[src/bhrt_pkg.sv]
// Shared types and constants for the button hold relay toggler.
// Used by the lane, merge and top-level modules; depends on nothing.
package bhrt_pkg;

  // Default number of buttons handled by one block.
  localparam int unsigned NumButtonsDef = 4;

  // Register widths.
  localparam int unsigned HoldW     = 16;
  localparam int unsigned DebounceW = 10;
  localparam int unsigned SettleW   = 16;
  localparam int unsigned CfgDataW  = 16;
  localparam int unsigned CfgIdxW   = 2;
  localparam int unsigned TimeW     = 32;

  // Register reset values.
  localparam logic [HoldW-1:0]     HoldMinRst  = HoldW'(1000);
  localparam logic [HoldW-1:0]     HoldMaxRst  = HoldW'(3000);
  localparam logic [DebounceW-1:0] DebounceRst = DebounceW'(50);
  // Relay pulse of 800 ms plus 200 ms of margin.
  localparam logic [SettleW-1:0]   SettleRst   = SettleW'(800 + 200);

  // Configuration register indexes.
  typedef enum logic [CfgIdxW-1:0] {
    REG_HOLD_MIN = 2'd0,
    REG_HOLD_MAX = 2'd1,
    REG_DEBOUNCE = 2'd2,
    REG_SETTLE   = 2'd3
  } reg_idx_e;

  // Timing thresholds seen by every lane.
  typedef struct packed {
    logic [HoldW-1:0]     hold_min;
    logic [HoldW-1:0]     hold_max;
    logic [DebounceW-1:0] debounce;
  } lane_cfg_t;

  // Multi-press lock information handed from the merge stage to one lane.
  typedef struct packed {
    logic multi_ok;     // two or more buttons were pressed before the scan
    logic fire_before;  // the lock fired at a lower button
    logic fire_after;   // the lock fires at a higher button
    logic first;        // the lock fires at this button
  } lane_ctl_t;

  // Per-button findings of one scan.
  typedef struct packed {
    logic press;
    logic release_ev;
    logic toggle;
    logic beep;
    logic stuck;
  } lane_res_t;

endpackage

[src/bhrt_lane.sv]
// One button lane: debounce, hold timing, lock and beep state of one button.
// Depends on bhrt_pkg for the configuration, control and result structs.
module bhrt_lane (
  input  logic                    clk_i,
  input  logic                    rst_ni,
  input  logic                    upd_i,
  input  logic [31:0]             now_i,
  input  logic                    down_i,
  input  bhrt_pkg::lane_cfg_t     cfg_i,
  input  bhrt_pkg::lane_ctl_t     ctl_i,
  output logic                    pressed_o,
  output logic                    elig_o,
  output bhrt_pkg::lane_res_t     res_o
);
  import bhrt_pkg::*;

  logic             pressed_q, pressed_d;
  logic             locked_q, locked_d;
  logic             beeped_q, beeped_d;
  logic [TimeW-1:0] press_time_q, edge_time_q;

  logic [TimeW-1:0] since_edge, held;
  logic db_ok, ge_min, ge_max, active;
  logic press, rel, stuck, beep, toggle, lock_in, lock_own, pressed_after;

  // Elapsed times since the last accepted edge and since the press.
  assign since_edge = now_i - edge_time_q;
  assign held       = now_i - press_time_q;
  assign db_ok      = since_edge >= TimeW'(cfg_i.debounce);
  assign ge_min     = held >= TimeW'(cfg_i.hold_min);
  assign ge_max     = held >= TimeW'(cfg_i.hold_max);

  // Held, pressed and unlocked: a candidate for the multi-press lock.
  assign active = down_i & pressed_q & ~locked_q;
  assign elig_o    = active;
  assign pressed_o = pressed_q;

  // Accepted edges.
  assign press = down_i & ~pressed_q & db_ok;
  assign rel   = ~down_i & pressed_q & db_ok;

  // Hold timing only applies when at most one button was pressed.
  assign stuck = ~ctl_i.multi_ok & active & ge_max;
  assign beep  = ~ctl_i.multi_ok & active & ~ge_max & ge_min & ~beeped_q;

  // A lock fired at a lower button catches this button if it was pressed.
  assign lock_in = locked_q | (ctl_i.fire_before & pressed_q);
  assign toggle  = rel & ~lock_in & ge_min & ~ge_max;

  // Next flag values, including a lock that fires at a higher button.
  always_comb begin
    pressed_after = press | (pressed_q & ~rel);
    lock_own      = (press | rel) ? 1'b0 : (lock_in | stuck);
    pressed_d     = pressed_after;
    locked_d      = lock_own | (ctl_i.fire_after & pressed_after) | ctl_i.first;
    beeped_d      = (press | rel) ? 1'b0 : (beeped_q | beep);
  end

  assign res_o.press      = press;
  assign res_o.release_ev = rel;
  assign res_o.toggle     = toggle;
  assign res_o.beep       = beep;
  assign res_o.stuck      = stuck;

  // Lane state, updated on every scan that is not skipped.
  always_ff @(posedge clk_i or negedge rst_ni) begin
    if (!rst_ni) begin
      pressed_q    <= 1'b0;
      locked_q     <= 1'b0;
      beeped_q     <= 1'b0;
      press_time_q <= '0;
      edge_time_q  <= '0;
    end else if (upd_i) begin
      pressed_q <= pressed_d;
      locked_q  <= locked_d;
      beeped_q  <= beeped_d;
      if (press) begin
        press_time_q <= now_i;
      end
      if (press | rel) begin
        edge_time_q <= now_i;
      end
    end
  end

endmodule

[src/bhrt_merge.sv]
// Merge stage: decides where the multi-press lock fires across the lanes.
// Depends on bhrt_pkg for the lane control struct.
module bhrt_merge #(
  parameter int unsigned NumButtons = bhrt_pkg::NumButtonsDef
) (
  input  logic [NumButtons-1:0]   pressed_i,
  input  logic [NumButtons-1:0]   elig_i,
  output bhrt_pkg::lane_ctl_t     ctl_o [NumButtons],
  output logic                    multi_o
);
  import bhrt_pkg::*;

  logic                  seen_one, two_up;
  logic [NumButtons-1:0] fire, seen_incl;
  logic                  seen;

  // At least two buttons pressed before the scan.
  always_comb begin
    seen_one = 1'b0;
    two_up   = 1'b0;
    for (int i = 0; i < NumButtons; i++) begin
      two_up   = two_up | (seen_one & pressed_i[i]);
      seen_one = seen_one | pressed_i[i];
    end
  end

  assign fire = elig_i & {NumButtons{two_up}};

  // Lowest firing lane wins; lanes above it see the lock already set.
  always_comb begin
    seen = 1'b0;
    for (int i = 0; i < NumButtons; i++) begin
      ctl_o[i].multi_ok    = two_up;
      ctl_o[i].fire_before = seen;
      ctl_o[i].first       = fire[i] & ~seen;
      seen                 = seen | fire[i];
      seen_incl[i]         = seen;
    end
    for (int i = 0; i < NumButtons; i++) begin
      ctl_o[i].fire_after = seen & ~seen_incl[i];
    end
  end

  assign multi_o = |fire;

endmodule

[src/button_hold_relay_toggler.sv]
// Button hold relay toggler top level: configuration, lanes, merge, output register.
// Depends on bhrt_pkg, bhrt_lane and bhrt_merge.
//
// Each scan transfer (timestamp plus button levels) yields exactly one result
// transfer. A scan is evaluated in the cycle it is accepted: one lane per button
// debounces and times its button, the merge stage resolves the multi-press lock,
// and the result lands in the output register at the same edge, so a new scan is
// taken every cycle as long as the output side drains. While a result waits in the
// output register the input is held off; the next scan enters in the same cycle
// that the waiting result transfers out. Configuration writes take effect at the
// next edge and must be made while no scan is in flight; the block does not
// enforce this.
module button_hold_relay_toggler #(
  parameter int unsigned  NumButtons = bhrt_pkg::NumButtonsDef,
  localparam int unsigned InW        = ((32 + NumButtons + 7) / 8) * 8,
  localparam int unsigned OutW       = ((6 * NumButtons + 2 + 7) / 8) * 8
) (
  input  logic                          clk_i,
  input  logic                          rst_ni,
  // Configuration write port.
  input  logic                          cfg_we_i,
  input  logic [bhrt_pkg::CfgIdxW-1:0]  cfg_idx_i,
  input  logic [bhrt_pkg::CfgDataW-1:0] cfg_data_i,
  // Scan input: now_ms, buttons_down.
  input  logic                          s_axis_tvalid,
  output logic                          s_axis_tready,
  input  logic [InW-1:0]                s_axis_tdata,
  // Result: press_events, release_events, toggle_mask, hold_beep_mask,
  // stuck_error_mask, multi_error, relay_on, scan_skipped.
  output logic                          m_axis_tvalid,
  input  logic                          m_axis_tready,
  output logic [OutW-1:0]               m_axis_tdata
);
  import bhrt_pkg::*;

  logic [HoldW-1:0]     hold_min_q, hold_max_q;
  logic [DebounceW-1:0] debounce_q;
  logic [SettleW-1:0]   settle_q;
  logic [NumButtons-1:0] relay_q, relay_d;
  logic [TimeW-1:0]      settle_end_q, settle_end_d;
  logic                  m_valid_q;
  logic [OutW-1:0]       m_data_q, m_data_d;

  logic [TimeW-1:0]      now;
  logic [NumButtons-1:0] levels;
  logic [TimeW-1:0]      since_settle;
  logic                  in_xfer, skip, upd, multi;
  lane_cfg_t             lane_cfg;
  lane_ctl_t             ctl [NumButtons];
  lane_res_t             res [NumButtons];
  logic [NumButtons-1:0] pressed, elig, press_m, rel_m, tog_m, beep_m, stuck_m;

  // Configuration registers.
  always_ff @(posedge clk_i or negedge rst_ni) begin
    if (!rst_ni) begin
      hold_min_q <= HoldMinRst;
      hold_max_q <= HoldMaxRst;
      debounce_q <= DebounceRst;
      settle_q   <= SettleRst;
    end else if (cfg_we_i) begin
      unique case (reg_idx_e'(cfg_idx_i))
        REG_HOLD_MIN: hold_min_q <= cfg_data_i[HoldW-1:0];
        REG_HOLD_MAX: hold_max_q <= cfg_data_i[HoldW-1:0];
        REG_DEBOUNCE: debounce_q <= cfg_data_i[DebounceW-1:0];
        REG_SETTLE:   settle_q   <= cfg_data_i[SettleW-1:0];
        default: ;
      endcase
    end
  end

  assign lane_cfg.hold_min = hold_min_q;
  assign lane_cfg.hold_max = hold_max_q;
  assign lane_cfg.debounce = debounce_q;

  // Input unpacking and the settle window check.
  assign now          = s_axis_tdata[TimeW-1:0];
  assign levels       = s_axis_tdata[TimeW +: NumButtons];
  assign s_axis_tready = ~m_valid_q | m_axis_tready;
  assign in_xfer      = s_axis_tvalid & s_axis_tready;
  assign since_settle = now - settle_end_q;
  assign skip         = since_settle[TimeW-1];
  assign upd          = in_xfer & ~skip;

  // One lane per button.
  for (genvar g = 0; g < NumButtons; g++) begin : g_lane
    bhrt_lane u_lane (
      .clk_i     (clk_i),
      .rst_ni    (rst_ni),
      .upd_i     (upd),
      .now_i     (now),
      .down_i    (levels[g]),
      .cfg_i     (lane_cfg),
      .ctl_i     (ctl[g]),
      .pressed_o (pressed[g]),
      .elig_o    (elig[g]),
      .res_o     (res[g])
    );
    assign press_m[g] = res[g].press & ~skip;
    assign rel_m[g]   = res[g].release_ev & ~skip;
    assign tog_m[g]   = res[g].toggle & ~skip;
    assign beep_m[g]  = res[g].beep & ~skip;
    assign stuck_m[g] = res[g].stuck & ~skip;
  end

  bhrt_merge #(
    .NumButtons (NumButtons)
  ) u_merge (
    .pressed_i (pressed),
    .elig_i    (elig),
    .ctl_o     (ctl),
    .multi_o   (multi)
  );

  // Relay latches and the settle window end.
  assign relay_d      = relay_q ^ tog_m;
  assign settle_end_d = now + TimeW'(settle_q);

  always_ff @(posedge clk_i or negedge rst_ni) begin
    if (!rst_ni) begin
      relay_q      <= '0;
      settle_end_q <= '0;
    end else if (upd) begin
      relay_q <= relay_d;
      if (|tog_m) begin
        settle_end_q <= settle_end_d;
      end
    end
  end

  // Result packing, lowest field first.
  assign m_data_d = OutW'({skip, relay_d, multi & ~skip, stuck_m, beep_m, tog_m, rel_m,
                           press_m});

  // Output register: a new result loads whenever a scan transfer completes.
  always_ff @(posedge clk_i or negedge rst_ni) begin
    if (!rst_ni) begin
      m_valid_q <= 1'b0;
    end else if (in_xfer) begin
      m_valid_q <= 1'b1;
    end else if (m_axis_tready) begin
      m_valid_q <= 1'b0;
    end
  end

  always_ff @(posedge clk_i) begin
    if (in_xfer) begin
      m_data_q <= m_data_d;
    end
  end

  assign m_axis_tvalid = m_valid_q;
  assign m_axis_tdata  = m_data_q;

endmodule
[config.mk]
export PLATFORM = sky130hd
export DESIGN_NAME = button_hold_relay_toggler
export DESIGN_NICKNAME = d
export VERILOG_FILES = /design/src/bhrt_pkg.sv /design/src/bhrt_lane.sv /design/src/bhrt_merge.sv /design/src/button_hold_relay_toggler.sv
export SDC_FILE = /design/constraint.sdc
export NUM_CORES = 1
export LEC_CHECK = 0
export ABC_AREA = 1
export BUFFER_PORTS_ARGS = -buffer_cell sky130_fd_sc_hd__buf_2
export CAP_MARGIN = 15
export CORE_MARGIN = 4
export CORE_UTILIZATION = 35
export CTS_CLUSTER_DIAMETER = 100
export DETAILED_ROUTE_END_ITERATION = 7
export SYNTH_ARGS = -nofsm -noshare
export SYNTH_HDL_FRONTEND = slang
export SYNTH_HIERARCHICAL = 1
export SYNTH_SLANG_ARGS = --single-unit
[constraint.sdc]
create_clock -name clk_i -period 8.7 [get_ports clk_i]
set_clock_uncertainty 0.2 [all_clocks]
set_input_delay 2.61 -clock clk_i [delete_from_list [all_inputs] [get_ports clk_i]]
set_output_delay 2.61 -clock clk_i [all_outputs]
set_load 0.1 [all_outputs]
==> results.yml <==
status:
  outcome: "complete, no violations"
cells_and_area:
  area_delta_synth_final_pct: 8.49
  final_nets: 7821
  final_cell_mix: "nand2_1, inv_1, nor2_1, ha_1, dfrtp_1"
  final_common_cell: "nand2_1"
  drive_above_1_share_pct: 7.99
clock_tree:
  cts_num_sinks: 389
  insertion_delay_ns: 0.63
  cts_buffers: 49
  cts-htree-levels: 2
  cts-resized-gates: 0
  holdBufCountCts: 0
  cts.clk_slew.worst_paths_ns: 0.05
  root_buffer: "clkbuf_16"
  cts_setup_buffers: 0
  cts_tree: "done"
  cts_buffer_depth: 3
die:
  die_area_um2: 131000
  ios: 97
  core_region_area_um2: 124000
  die_h_um: 362
  start_util_pct: 35.3
  row_count: 129
  die_w_um: 362
worst_setup_path:
  slowest_stage: "fa_1"
  worstSetupStartpointType: "input pin"
  worstSetupPathType: "in2reg"
  critPathCaptureType: "flip-flop"
  cp.arrival_ns: 7.85
  worst-path-max-fanout: 32
  required_ns: 9.06
  setup.reg_to_reg.worst_slack_ns: 3.41
  cp_slowest_stage_delay_ns: 0.51
  critPathMostFrequentCell: "nand2_1"
global_route:
  grt_pass1_wl_mm: 232
  grt_pass1_vias: 40204
  gr-usage-all-layers_pct: 22.8
  grt_max_degree: 141
  antenna_found_initial: 17
  grt.overflow.total: 0
drt:
  avgViaCountPerCell: 4.79
  first_pass_iters: 6
  vias: 42946
  drt_iter0_markers: 3620
  drc: 0
  drt_wl_total_mm: 152
  ant_nets: 0
  wl_per_cell_um: 17.0
synth:
  syn-instance-count: 7200
  synth-main-ff-cell: "dfrtp_1"
  synth_enable_flop_cells: 26
  async_reset_ff_share_pct: 93.3
  synth.avg_cell_area_um2: 6.09
  synth_warnings: 6
  syn_area_um2: 43900
  yosysSeqAreaShare_pct: 22.6
  ys_ff_latch: 389
  synth_cell_types: 55
timing:
  fmax_mhz: 133
  worst_pin_slew_ns: 1.12
  finalCritPeriodShare_pct: 86.1
  rsz0062_at_grt: "false"
  finalHoldViolCount: 0
  slew_headroom_pct: 25.3
  maxSlewViolCount: 0
  fin_crit_ns: 7.49
  finalSetupTns_ns: 0
  holdWs_ns: 0.269
  setup_viol: 0
  fin_ws_ns: 1.21
power:
  combPwrFrac_pct: 64.8
  swShare_pct: 51.5
  max-vdd-ir-drop_uv: 169
  power_density_nw_per_um2: 291
  leakagePower_uw: 0.0279
  intPower_uw: 6710
  power_frac_seq_pct: 20.0
  switching_power_uw: 7120
  pwr-share-clk_pct: 15.1
placement:
  io_buffers: 86
  dpl.hpwl_mm: 123
  place_ws_ns: 0.627
  gp_congestion: 0.950
min_path:
  min-delay-path-class: "reg2reg"
run:
  drv_cap: 0
==> layer usage <==
metal / GRT usage [%] / up-vias / routed length, um
met3: 2.81 / 181 / 9080
li1: - / 22065 / -
met2: 37.2 / 1095 / 67100
met5: 0 / - / 12
met1: 31.7 / 19603 / 71800
met4: 5.98 / 2 / 4260
==> metrics by stage <==
stage          util, %  instances  area, um2  power, uW
6_report          38.3       8968      47600      13800
3_3_place_gp      37.0       8872      45900      11500
3_5_place_dp      37.0       8872      45900      11700
5_1_grt           38.3       8963      47600      15300
4_1_cts           38.3       8962      47600      13800
2_1_floorplan        -       7206      43900       9310
==> flip-flops by register name, summed over array words and instances (netlist names) <==
register	flops
g_lane.u_lane/edge_time_q	128
g_lane.u_lane/press_time_q	128
settle_end_q	32
m_axis_tdata	26
hold_max_q	16
hold_min_q	16
settle_q	16
debounce_q	10
g_lane.u_lane/beeped_q	4
g_lane.u_lane/locked_q	4
g_lane.u_lane/pressed_o	4
relay_q	4
m_axis_tvalid	1
==> synthesized netlist by cell type (35+ instances only) <==
| library cell | number | share of area [%] |
|---|---|---|
| ha_1 | 462 | 13 |
| nor2_1 | 521 | 4.5 |
| dfrtp_1 | 341 | 19 |
| o21ai_1 | 67 | 0.76 |
| nor2_2 | 52 | 0.74 |
| nor3_1 | 41 | 0.47 |
| o21ai_0 | 206 | 2.4 |
| xor2_1 | 98 | 2.0 |
| nand3_1 | 320 | 3.7 |
| buf_4 | 35 | 0.60 |
| o21ai_2 | 103 | 2.1 |
| nand4_1 | 79 | 1.1 |
| inv_1 | 1653 | 14 |
| nand2_1 | 2471 | 21 |
| nand2_2 | 119 | 1.7 |
| a21oi_1 | 243 | 2.8 |
==> cells by family (layout without fill, tap and decap cells) <==
| logic type | Yosys count | after routing | synth area share (%) |
|---|---|---|---|
| AND/OR/NAND/NOR | 3721 | 3721 | 35.5 |
| buffers and inverters | 1792 | 1912 | 16.5 |
| AO/OA/AOI/OAI | 705 | 705 | 9.42 |
| adder cells (fa/ha/maj) | 471 | 471 | 13.6 |
| flip-flops | 389 | 389 | 22.6 |
| XOR/XNOR | 120 | 120 | 2.40 |
| other | 2 | 13 | 0.0171 |
==> worst max-delay path: cells and delay by family <==
| family | cells | cell delay, ns |
|---|---|---|
| AOI/OAI and AO/OA | 2 | 0.55 |
| buffers and inverters | 6 | 1.27 |
| adders and majority gates | 2 | 0.81 |
| and+or+nand+nor | 18 | 2.22 |
| xor gates and xnor gates | 1 | 0.33 |
==> area by class of cell <==
cell class | count | area, um2
fillers | 13610 | 76500
multi-input cells | 5025 | 26700
flip-flops and latches | 389 | 9890
inverters | 1683 | 6320
well taps | 1637 | 2050
clock buffers | 69 | 1390
repair buffers | 139 | 933
clock inverters | 21 | 250
diodes | 5 | 12.5
==> worst paths after layout <==
kind,cells after the start,endpoint,from
worst min-delay path,2,settle_end_q[4]$_DFFE_PN0P_,settle_end_q[4]$_DFFE_PN0P_
max in group asynchronous,2,g_lane[2].u_lane/press_time_q[25]$_DFFE_PN0P_,rst_ni
worst max-delay path,29,settle_end_q[29]$_DFFE_PN0P_,s_axis_tdata[1]
worst max register to register,28,settle_end_q[29]$_DFFE_PN0P_,g_lane[0].u_lane/press_time_q[0]$_DFFE_PN0P_
min in group asynchronous,1,settle_end_q[23]$_DFFE_PN0P_,rst_ni
worst min register to register,2,settle_end_q[4]$_DFFE_PN0P_,settle_end_q[4]$_DFFE_PN0P_
==> power by group through the flow <==
| stage | Sequential (uW) | Clock [uW] | Combinational (uW) |
|---|---|---|---|
| 6_report | 2770 | 2100 | 8970 |
| 5_1_grt | 2830 | 2210 | 10300 |
| 4_1_cts | 2760 | 2140 | 8940 |
| 3_5_place_dp | 2790 | 0 | 8890 |
| 3_3_place_gp | 2770 | 0 | 8740 |
| 2_1_floorplan | 2680 | 0 | 6630 |
Power figures use the tool's default switching activity.
